$ cat config.mk
export PLATFORM = sky130hd
export DESIGN_NAME = entropy_to_mnemonic_indices
export DESIGN_NICKNAME = d
export VERILOG_FILES = /design/src/rtl/e2m_pkg.sv /design/src/rtl/entropy_to_mnemonic_indices.sv /design/src/rtl/e2m_ram.sv
export SDC_FILE = /design/constraint.sdc
export NUM_CORES = 2
export LEC_CHECK = 0
export BUFFER_PORTS_ARGS = -buffer_cell sky130_fd_sc_hd__buf_2
export CORE_UTILIZATION = 33
export CTS_CLUSTER_DIAMETER = 100
export DETAILED_ROUTE_END_ITERATION = 8
export GPL_TIMING_DRIVEN = 0
export PLACE_DENSITY = 0.58
export SYNTH_ARGS = -nofsm -noshare
export SYNTH_HDL_FRONTEND = slang
export SYNTH_SLANG_ARGS = --single-unit
$ cat constraint.sdc
create_clock -name clk -period 38 [get_ports clk]
set_clock_uncertainty 0.15 [all_clocks]
set_input_delay 1.9 -clock clk [delete_from_list [all_inputs] [get_ports clk]]
set_output_delay 1.9 -clock clk [all_outputs]
set_load 0.01 [all_outputs]
$ cat src/rtl/e2m_pkg.sv
// Package with shared constants and hash tables for the entropy to word index block.
package e2m_pkg;

  localparam int MAX_ENTROPY_BYTES_DEF = 32;
  localparam int INDEX_BITS            = 11;
  localparam int COUNT_W               = 6;
  localparam int ACC_W                 = 18;

  localparam logic [31:0] SHA_IV [8] = '{
    32'h6a09e667, 32'hbb67ae85, 32'h3c6ef372, 32'ha54ff53a,
    32'h510e527f, 32'h9b05688c, 32'h1f83d9ab, 32'h5be0cd19
  };

  localparam logic [31:0] SHA_K [64] = '{
    32'h428a2f98, 32'h71374491, 32'hb5c0fbcf, 32'he9b5dba5,
    32'h3956c25b, 32'h59f111f1, 32'h923f82a4, 32'hab1c5ed5,
    32'hd807aa98, 32'h12835b01, 32'h243185be, 32'h550c7dc3,
    32'h72be5d74, 32'h80deb1fe, 32'h9bdc06a7, 32'hc19bf174,
    32'he49b69c1, 32'hefbe4786, 32'h0fc19dc6, 32'h240ca1cc,
    32'h2de92c6f, 32'h4a7484aa, 32'h5cb0a9dc, 32'h76f988da,
    32'h983e5152, 32'ha831c66d, 32'hb00327c8, 32'hbf597fc7,
    32'hc6e00bf3, 32'hd5a79147, 32'h06ca6351, 32'h14292967,
    32'h27b70a85, 32'h2e1b2138, 32'h4d2c6dfc, 32'h53380d13,
    32'h650a7354, 32'h766a0abb, 32'h81c2c92e, 32'h92722c85,
    32'ha2bfe8a1, 32'ha81a664b, 32'hc24b8b70, 32'hc76c51a3,
    32'hd192e819, 32'hd6990624, 32'hf40e3585, 32'h106aa070,
    32'h19a4c116, 32'h1e376c08, 32'h2748774c, 32'h34b0bcb5,
    32'h391c0cb3, 32'h4ed8aa4a, 32'h5b9cca4f, 32'h682e6ff3,
    32'h748f82ee, 32'h78a5636f, 32'h84c87814, 32'h8cc70208,
    32'h90befffa, 32'ha4506ceb, 32'hbef9a3f7, 32'hc67178f2
  };

  function automatic logic [31:0] rotr(input logic [31:0] x, input int n);
    return (x >> n) | (x << (32 - n));
  endfunction

endpackage

$ cat src/rtl/entropy_to_mnemonic_indices.sv
// Entropy bytes in, 11-bit mnemonic word indices out; one byte is taken per cycle while idle and
// the output register is free. After the last byte the entropy memory is read into the message
// block, the hash rounds run (one round per cycle), the digest byte is formed, then each entropy
// byte and the digest byte are read back and word indices are emitted, waiting while out_stall is high.
// A bad length gives its single error result in the cycle after the last byte.
// Synchronous reset clears the byte count, overflow flag, sequencer and output valid.
module entropy_to_mnemonic_indices #(
  parameter int MAX_ENTROPY_BYTES = e2m_pkg::MAX_ENTROPY_BYTES_DEF
) (
  input  logic                             clk,
  input  logic                             rst,
  input  logic                             in_valid,
  output logic                             in_stall,
  input  logic [7:0]                       entropy_byte,
  input  logic                             last_byte,
  output logic                             out_valid,
  input  logic                             out_stall,
  output logic [e2m_pkg::INDEX_BITS-1:0]   word_index,
  output logic                             last_word,
  output logic                             length_error
);
  import e2m_pkg::*;

  localparam int AW = $clog2(MAX_ENTROPY_BYTES);

  typedef enum logic [2:0] {IDLE, LOAD, ROUND, DIGEST, EM_RD, EM_WR, EM_CHK} state_t;

  state_t               state;
  logic [COUNT_W-1:0]   byte_count;
  logic                 overflow_seen;
  logic [COUNT_W-1:0]   len;
  logic [6:0]           ld_pos;
  logic [6:0]           round_counter;
  logic [511:0]         win;
  logic [31:0]          va, vb, vc, vd, ve, vf, vg, vh;
  logic [7:0]           dig;
  logic [COUNT_W-1:0]   rd_ptr;
  logic [ACC_W-1:0]     acc;
  logic [4:0]           acc_cnt;
  logic [4:0]           word_k;
  logic [4:0]           words;

  logic                 in_acc;
  logic                 out_free;
  logic                 out_load;
  logic                 room;
  logic [COUNT_W-1:0]   count_next;
  logic                 overflow_next;
  logic                 bad_len;
  logic [AW-1:0]        ram_raddr;
  logic [7:0]           ram_q;
  logic [5:0]           ld_byte_pos;
  logic [8:0]           len_bits;
  logic [7:0]           ld_byte;
  logic [31:0]          w_new, t1, t2, ch, maj, s0, s1, w0, w1, w9, w14;
  logic [7:0]           em_byte;
  logic [ACC_W-1:0]     word_shifted;

  assign out_free = !out_valid || !out_stall;
  assign in_stall = (state != IDLE) || !out_free;
  assign in_acc   = in_valid && !in_stall;

  // Byte count update and length check on the incoming byte.
  always_comb begin
    room          = byte_count < COUNT_W'(MAX_ENTROPY_BYTES);
    count_next    = room ? byte_count + COUNT_W'(1) : byte_count;
    overflow_next = overflow_seen || !room;
    bad_len       = overflow_next || (count_next < COUNT_W'(16)) || (count_next[1:0] != 2'b00);
  end

  // The output register loads an error item or a word index.
  assign out_load = ((state == IDLE) && in_acc && last_byte && bad_len) ||
                    ((state == EM_CHK) && (acc_cnt >= 5'(INDEX_BITS)) && out_free);

  // Memory read address: block load walks bytes in order, emission walks its own pointer.
  assign ram_raddr = (state == LOAD) ? ld_pos[AW-1:0] : rd_ptr[AW-1:0];

  e2m_ram #(.WIDTH(8), .DEPTH(MAX_ENTROPY_BYTES)) u_store (
    .clk   (clk),
    .we    (in_acc && room),
    .waddr (byte_count[AW-1:0]),
    .wdata (entropy_byte),
    .raddr (ram_raddr),
    .rdata (ram_q)
  );

  // Padded block byte for the position read in the previous cycle.
  always_comb begin
    ld_byte_pos = 6'(ld_pos - 7'd1);
    len_bits    = {len, 3'b000};
    if (ld_byte_pos < len) begin
      ld_byte = ram_q;
    end else if (ld_byte_pos == len) begin
      ld_byte = 8'h80;
    end else if (ld_byte_pos == 6'd62) begin
      ld_byte = {7'd0, len_bits[8]};
    end else if (ld_byte_pos == 6'd63) begin
      ld_byte = len_bits[7:0];
    end else begin
      ld_byte = 8'h00;
    end
  end

  // One compression round plus the next schedule word.
  always_comb begin
    w0    = win[511:480];
    w1    = win[479:448];
    w9    = win[223:192];
    w14   = win[63:32];
    s0    = rotr(w1, 7) ^ rotr(w1, 18) ^ (w1 >> 3);
    s1    = rotr(w14, 17) ^ rotr(w14, 19) ^ (w14 >> 10);
    w_new = s1 + w9 + s0 + w0;
    ch    = (ve & vf) ^ (~ve & vg);
    maj   = (va & vb) ^ (va & vc) ^ (vb & vc);
    t1    = vh + (rotr(ve, 6) ^ rotr(ve, 11) ^ rotr(ve, 25)) + ch + SHA_K[round_counter[5:0]] + w0;
    t2    = (rotr(va, 2) ^ rotr(va, 13) ^ rotr(va, 22)) + maj;
  end

  // Emission: the stream byte after the entropy is the digest byte, whose top bits are the checksum.
  always_comb begin
    em_byte      = (rd_ptr == len) ? dig : ram_q;
    word_shifted = acc >> (acc_cnt - 5'(INDEX_BITS));
  end

  // Sequencer, datapath registers and output register.
  always_ff @(posedge clk) begin
    if (rst) begin
      state         <= IDLE;
      byte_count    <= '0;
      overflow_seen <= 1'b0;
      round_counter <= '0;
      out_valid     <= 1'b0;
    end else begin
      out_valid <= out_load || (out_valid && out_stall);
      case (state)
        IDLE: begin
          if (in_acc) begin
            if (!last_byte) begin
              byte_count    <= count_next;
              overflow_seen <= overflow_next;
            end else begin
              byte_count    <= '0;
              overflow_seen <= 1'b0;
              len           <= count_next;
              if (bad_len) begin
                word_index   <= '0;
                last_word    <= 1'b1;
                length_error <= 1'b1;
              end else begin
                ld_pos <= '0;
                va <= SHA_IV[0]; vb <= SHA_IV[1]; vc <= SHA_IV[2]; vd <= SHA_IV[3];
                ve <= SHA_IV[4]; vf <= SHA_IV[5]; vg <= SHA_IV[6]; vh <= SHA_IV[7];
                state <= LOAD;
              end
            end
          end
        end
        LOAD: begin
          if (ld_pos != 7'd0) begin
            win <= {win[503:0], ld_byte};
          end
          ld_pos <= ld_pos + 7'd1;
          if (ld_pos == 7'd64) begin
            round_counter <= '0;
            state         <= ROUND;
          end
        end
        ROUND: begin
          win <= {win[479:0], w_new};
          vh <= vg; vg <= vf; vf <= ve; ve <= vd + t1;
          vd <= vc; vc <= vb; vb <= va; va <= t1 + t2;
          if (round_counter == 7'd63) begin
            round_counter <= '0;
            state         <= DIGEST;
          end else begin
            round_counter <= round_counter + 7'd1;
          end
        end
        DIGEST: begin
          dig     <= 8'((SHA_IV[0] + va) >> 24);
          rd_ptr  <= '0;
          acc     <= '0;
          acc_cnt <= '0;
          word_k  <= '0;
          words   <= 5'(len - (len >> 2));
          state   <= EM_RD;
        end
        EM_RD: begin
          state <= EM_WR;
        end
        EM_WR: begin
          acc     <= {acc[ACC_W-9:0], em_byte};
          acc_cnt <= acc_cnt + 5'd8;
          rd_ptr  <= rd_ptr + COUNT_W'(1);
          state   <= EM_CHK;
        end
        EM_CHK: begin
          if (acc_cnt >= 5'(INDEX_BITS)) begin
            if (out_free) begin
              word_index   <= word_shifted[INDEX_BITS-1:0];
              last_word    <= (word_k + 5'd1 == words);
              length_error <= 1'b0;
              acc_cnt      <= acc_cnt - 5'(INDEX_BITS);
              word_k       <= word_k + 5'd1;
              if (word_k + 5'd1 == words) begin
                state <= IDLE;
              end
            end
          end else begin
            state <= EM_RD;
          end
        end
        default: begin
          state <= IDLE;
        end
      endcase
    end
  end

endmodule

$ cat src/rtl/e2m_ram.sv
// Generic single-write, single-read RAM with a registered read port.
module e2m_ram #(
  parameter int WIDTH = 8,
  parameter int DEPTH = 32
) (
  input  logic                     clk,
  input  logic                     we,
  input  logic [$clog2(DEPTH)-1:0] waddr,
  input  logic [WIDTH-1:0]         wdata,
  input  logic [$clog2(DEPTH)-1:0] raddr,
  output logic [WIDTH-1:0]         rdata
);

  logic [WIDTH-1:0] mem [DEPTH];

  // Write port and registered read port.
  always_ff @(posedge clk) begin
    if (we) begin
      mem[waddr] <= wdata;
    end
    rdata <= mem[raddr];
  end

endmodule
# Yosys cells after proc, flatten, opt, wreduce, memory -nomap -nowiden

Memories as Yosys holds them, arrays and structs flattened. A register that Yosys moved wholly into a read port is not among the register bits.
Cells that the tools add are included.

Bits in registers: 859
Bits in writable memories: 256
Bits in read-only memories: 2048
Input bits: 13
Word-level logic and storage cells: 235
Memories kept: 2

Add/sub/neg operators: 20
$lt $le $gt $ge: 5
Eq/ne operators: 24
Shift operators: 1
Mux-type cells: 86
Bitwise operators: 29
Reduce and logical (&&, ||, !) cells: 43

Memories:

| memory          | words | bits a word | read ports | clocked after Yosys merged registers in | write ports | RTL line                           | RTL |
|---|---|---|---|---|---|---|---|
| (no name shown) | 64    | 32          | 1          | 0                                       | 0           | entropy_to_mnemonic_indices.sv:115 | `t1 = vh + (rotr(ve, 6) ^ rotr(ve, 11) ^ rotr(ve, 25)) + ch + SHA_K[round_counter[5:0]] + w0;` |
| u_store.mem     | 32    | 8           | 1          | 1                                       | 1           | e2m_ram.sv:14                      | `logic [WIDTH-1:0] mem [DEPTH];` |

Operators with widths:

| cell                                          | number |
|---|---|
| case mux 512 bit (2 select lines)             | 1 |
| two-way mux 32 bit                            | 26 |
| two-way mux 512 bit                           | 1 |
| case mux 32 bit (2 select lines)              | 8 |
| adder 32 bit                                  | 10 |
| bitwise XOR 32 bit                            | 9 |
| bitwise AND 32 bit                            | 5 |
| two-way mux 11 bit                            | 5 |
| two-way mux 8 bit                             | 5 |
| case mux 18 bit (2 select lines)              | 1 |
| two-way mux 7 bit                             | 5 |
| adder 31 x 32 -> 32 bit, first input constant | 1 |
| inverter 32 bit                               | 1 |
| bitwise OR 10 x 32 -> 32 bit                  | 1 |
| bitwise OR 13 x 32 -> 32 bit                  | 1 |
| bitwise OR 14 x 32 -> 32 bit                  | 1 |
| bitwise OR 15 x 32 -> 32 bit                  | 1 |
| bitwise OR 19 x 32 -> 32 bit                  | 1 |
| bitwise OR 21 x 32 -> 32 bit                  | 1 |
| bitwise OR 25 x 32 -> 32 bit                  | 1 |
| bitwise OR 26 x 32 -> 32 bit                  | 1 |
| bitwise OR 30 x 32 -> 32 bit                  | 1 |
| bitwise OR 7 x 32 -> 32 bit                   | 1 |
| bitwise XOR 32 x 22 -> 32 bit                 | 1 |
| 51 further kinds                              | 119 |

# Logic depth before layout (Yosys ltp)

Word-level depth: 11
Mapped depth: 36

# Cells and area by module

From an unflattened synthesis, not the netlist that was laid out.

Cells, all modules: 5844
Area total of the unflattened synthesis: 63035.5 um^2

By module, submodules not included:

| module                      | instances | cells an instance | area each (um^2) | sequential area each (um^2) |
|---|---|---|---|---|
| entropy_to_mnemonic_indices | 1         | 5427              | 52982.1          | 25614.6 |
| e2m_ram                     | 1         | 417               | 10053.4          | 7847.5 |

# Worst setup path before layout

Ideal clock, no wire load.

Kind: input to register
From: input out_stall
To: register va[0] (enable)
Library setup time: 1.499 ns
Data arrival time: 27.022 ns
Required time: 36.351 ns
Setup slack: 9.329 ns
Stages: 7
Cell sequence: a2111oi_1 and2_1 buf_2 nand2_1 nor2_1 nor2_1 nor4_1

Longest elaborated chain between the ends: 8

Ends and longest elaborated chain:

| element                                | RTL line                           | RTL |
|---|---|---|
| start: declaration                     | entropy_to_mnemonic_indices.sv:17  | `input logic out_stall,` |
| logical NOT 1 bit                      | entropy_to_mnemonic_indices.sv:59  | `assign out_free = !out_valid \|\| !out_stall;` |
| logical OR 1 bit                       | entropy_to_mnemonic_indices.sv:59  |  |
| logical NOT 1 bit                      | entropy_to_mnemonic_indices.sv:60  | `assign in_stall = (state != IDLE) \|\| !out_free;` |
| logical OR 1 bit                       | entropy_to_mnemonic_indices.sv:60  |  |
| logical NOT 1 bit                      | entropy_to_mnemonic_indices.sv:61  | `assign in_acc = in_valid && !in_stall;` |
| logical AND 1 bit                      | entropy_to_mnemonic_indices.sv:61  |  |
| inequality test 2 bit (no source line) | --                                 |  |
| AND reduction 5 bit (no source line)   | --                                 |  |
| end signal: assignment                 | entropy_to_mnemonic_indices.sv:151 | `va <= SHA_IV[0]; vb <= SHA_IV[1]; vc <= SHA_IV[2]; vd <= SHA_IV[3];` |
| end signal: assignment                 | entropy_to_mnemonic_indices.sv:171 | `vd <= vc; vc <= vb; vb <= va; va <= t1 + t2;` |
| end: declaration                       | entropy_to_mnemonic_indices.sv:35  | `logic [31:0] va, vb, vc, vd, ve, vf, vg, vh;` |

Every way passes these cells.
A chain may end at the register's enable or synchronous reset.

# Worst setup path in the final report

From: register round_counter[0]
To: register va[31], data pin

Longest elaborated chain between the ends: 8

Ends and longest elaborated chain:

| element                                               | RTL line                           | RTL |
|---|---|---|
| start: declaration                                    | entropy_to_mnemonic_indices.sv:33  | `logic [6:0] round_counter;` |
| start signal: assignment                              | entropy_to_mnemonic_indices.sv:176 | `round_counter <= round_counter + 7'd1;` |
| inverter 6 -> 7 bit (not written as such)             | entropy_to_mnemonic_indices.sv:115 |  |
| memory (64 x 32 bit)                                  | --                                 |  |
| two-way mux 32 bit (not written as such) (2 in a row) | entropy_to_mnemonic_indices.sv:115 |  |
| adder 32 bit (2 in a row)                             | entropy_to_mnemonic_indices.sv:115 |  |
| adder 32 bit                                          | entropy_to_mnemonic_indices.sv:171 |  |
| case mux 32 bit (2 select lines)                      | entropy_to_mnemonic_indices.sv:135 | `case (state)` |

Every way passes these cells. The select of a mux whose other input is x is not followed.

==> flow_summary.toml <==
[min_path]
hp-class = "reg2reg"

[clock_tree]
numCtsBuffers = 130
cts.sinks = 1123
cts.hold.buffers_added = 0
cts_tree = "done"
htreeDepth = 4
clk_pin_slew_ns = 0.06
clock-root-buffer = "clkbuf_16"
post_cts_buffers = 0
clockBufferDepth = 3
cts_resized = 0
clk_latency_ns = 0.82

[synth]
synthSimpleGateAreaFrac = 0.154
synth_warnings = 0
synth_area_per_cell_um2 = 10.7
synth-compound-area-share = 0.0814
synth-edff-count = 1097
synth_cells = 5958
ys_types = 101
synth-seq-cells = 1123
synth_fp_nets = 6324
synth-main-ff-cell = "edfxtp_1"
synth_adder_area_share = 0.0924
synth-seq-area-share = 0.527
synth_xor_area_frac = 0.0559
synth_top_family_by_area = "simple AND/OR/NAND/NOR gates"
synth_mux_area_frac = 0.0392
async_flop_share = 0
syn_area_um2 = 63500

[sta]
timing.final.crit_share = 0.299
final_max_slew_viol_count = 11
worst-slew-pin-transition_ns = 1.53
whs_ns = 0.347
grt_setup_unrepaired = "no"
fmax_ghz = 0.0882
setup_ws_ns = 26.66
finalSetupViolCount = 0
max-slew-margin-rel = -0.0187
hold_violations = 0
min_period_ns = 11.34

[power_and_ir_drop]
peakVddDrop_mv = 0.0405
p_seq_frac = 0.329
swShare = 0.363
power-per-cell-area_nw_per_um2 = 62.3
p_comb_frac = 0.381
netSwitchingPower_uw = 1630
p_leak_uw = 0.0274
internal-power_uw = 2860
clockPowerShare = 0.290

[worst_setup_path]
critical_path_class = "reg2reg"
worstSetupEndpointType = "register"
startpoint_type = "register"
cp_max_fo = 15
critPathMaxStageDelay_ns = 0.85
required_ns = 38.45
crit_slowest_cell = "clkbuf_1"
arrival_ns = 11.79
critPathMostFrequentCell = "inv_1"

[floorplanning]
die_w_um = 441
ios = 28
die_area_um2 = 194000
core_area_um2 = 191000
num_rows = 160
die-height_um = 441
start_util = 0.333

[grt]
grt_pass1_vias = 45100
grt_usage = 0.204
antenna_found_initial = 1
grt_overflow_total = 0
grt_first_pass_wirelength_mm = 295
grt_start_max_net_pins = 33

[final_layout]
fin_nets = 6544
stdcell_area_um2 = 72000
multi_input_area_um2 = 26900
regArea_um2 = 33500
fillCellCount = 18800
syn_to_final_growth_pct = 13.3
final_util = 0.377
drive_above_1_share = 0.0713

[placed_design]
dpl_cell_area_um2 = 67600
portBuffers = 26
preCtsSetupSlack_ns = 27.13
dpl.hpwl_mm = 150
routabilityCongestion = 0.941

[routing]
dr.pass1.iters = 6
dr_total_vias = 44600
ant_nets = 0
wl_per_cell_um = 22.5
drt-total-wl_mm = 198
vias_per_cell = 5.08
drc = 0
drtIter0Drc = 4268

[outcome]
status = "complete, but fails checks"
violations = "max-capacitance violations, max-slew violations"

[flow_run]
cap_violations = 1
## logic make-up (layout without fill, tap and decap cells)
logic type               count (synthesis)  count (layout)
buffers and inverters                  811            1134
AO/OA/AOI/OAI                          819             819
XOR/XNOR                               400             400
AND/OR/NAND/NOR                       2297            2297
adder cells (fa/ha/maj)                357             357
other                                    0               2
flip-flops                            1123            1123
multiplexers                           151             151
## synth_stat cells (all sizes together), types with 22 or more instances
cell	number	area, um^2
nand2b	138	863
nor3	54	287
a21oi	177	893
xnor2	252	2240
nand2	1570	5890
inv	423	1590
nor2b	22	138
edfxtp	1097	32900
and3	115	721
buf	60	355
o21ai	274	1380
nor2	233	875
fa	188	3760
mux2	24	270
clkbuf	326	1220
a211oi	47	353
ha	165	2060
dfxtp	26	521
nand3	63	315
xor2	147	1290
o211ai	34	260
a21o	87	653
mux2i	52	533
mux4	75	1690
a31oi	27	175
## worst paths after layout
path	startpoint	end	slack [ns]	depth (start not counted)
max	round_counter[0]	va[31]	26.66	34
min	round_counter[6]	round_counter[6]	0.35	1
max reg2reg	round_counter[0]	va[31]	26.66	34
min reg2reg	round_counter[6]	round_counter[6]	0.35	1
## worst max-delay path: cells and delay by family, from the launching register on
family / cells / cell delay, ns
buf+inv: 7 / 2.50
flops: 1 / 0.42
simple gates: 4 / 1.02
compound gates: 16 / 4.51
fa+ha+maj: 5 / 2.04
xor+xnor: 1 / 0.37
mux: 1 / 0.14
## registers in the layout, summed over array words and instances, names as in the netlist, 11 cells and up
register,count
vf,32
vc,32
va,32
vd,32
u_store.mem,256
acc,18
word_index,11
vg,32
win,512
vh,32
ve,32
vb,32
## metal layers
layer / routed length (um) / global-route usage / share of wire / vias to the layer above
li1: - / - / - / 20800
met1: 85100 / 0.271 / 0.43 / 22000
met4: 8410 / 0.0839 / 0.042 / 0
met5: 0 / 0 / 0 / -
met3: 11900 / 0.0329 / 0.060 / 344
met2: 92700 / 0.331 / 0.47 / 1458
## power by group through the flow
stage,clock network [uW],logic [uW],registers (uW)
final,1300,1710,1480
after global routing,1370,1890,1480
after CTS,1320,1690,1480
after detailed placement,0,1680,1500
after global placement,0,1640,1610
after floorplan,0,1240,1560
## stage by stage
step,setup TNS [ns],total power (uW),cells
after floorplan,0,2790,5958
final,0,4490,8794
after CTS,0,4490,8791
after detailed placement,0,3180,8556
after global placement,-2622.47,3250,8495
after global routing,0,4730,8792
## cell type report
cell class,instances,area share
clock inverters,82,0.0144
clock buffers,153,0.0465
multi-input cells,4024,0.374
flip-flops and latches,1123,0.465
plain buffers,386,0.0219
inverters,425,0.0222
well taps,2511,0.0436
diodes,2,0.0000695
repair buffers,88,0.0128
## cells in the final DEF, fill, tap and decap left out, drive strengths merged, types with 14 or more instances in the layout
cell type and count:
xnor2 252, and2 17, xor2 147, buf 148
mux4 75, nor2b 22, o31ai 17, a31oi 27
clkinv 54, clkbuf 479, nand2b 138, nand2 1570
a211oi 47, a311oi 19, and3 115, o21a 21
o21ai 274, mux2 24, nand3 63, a21oi 177
ha 165, inv 434, nor2 233, dfxtp 26
bufinv 15, mux2i 52, fa 188, nor3 54
edfxtp 1097, a21o 87, o21bai 14, o211ai 34
(Power assumes the default switching activity.)
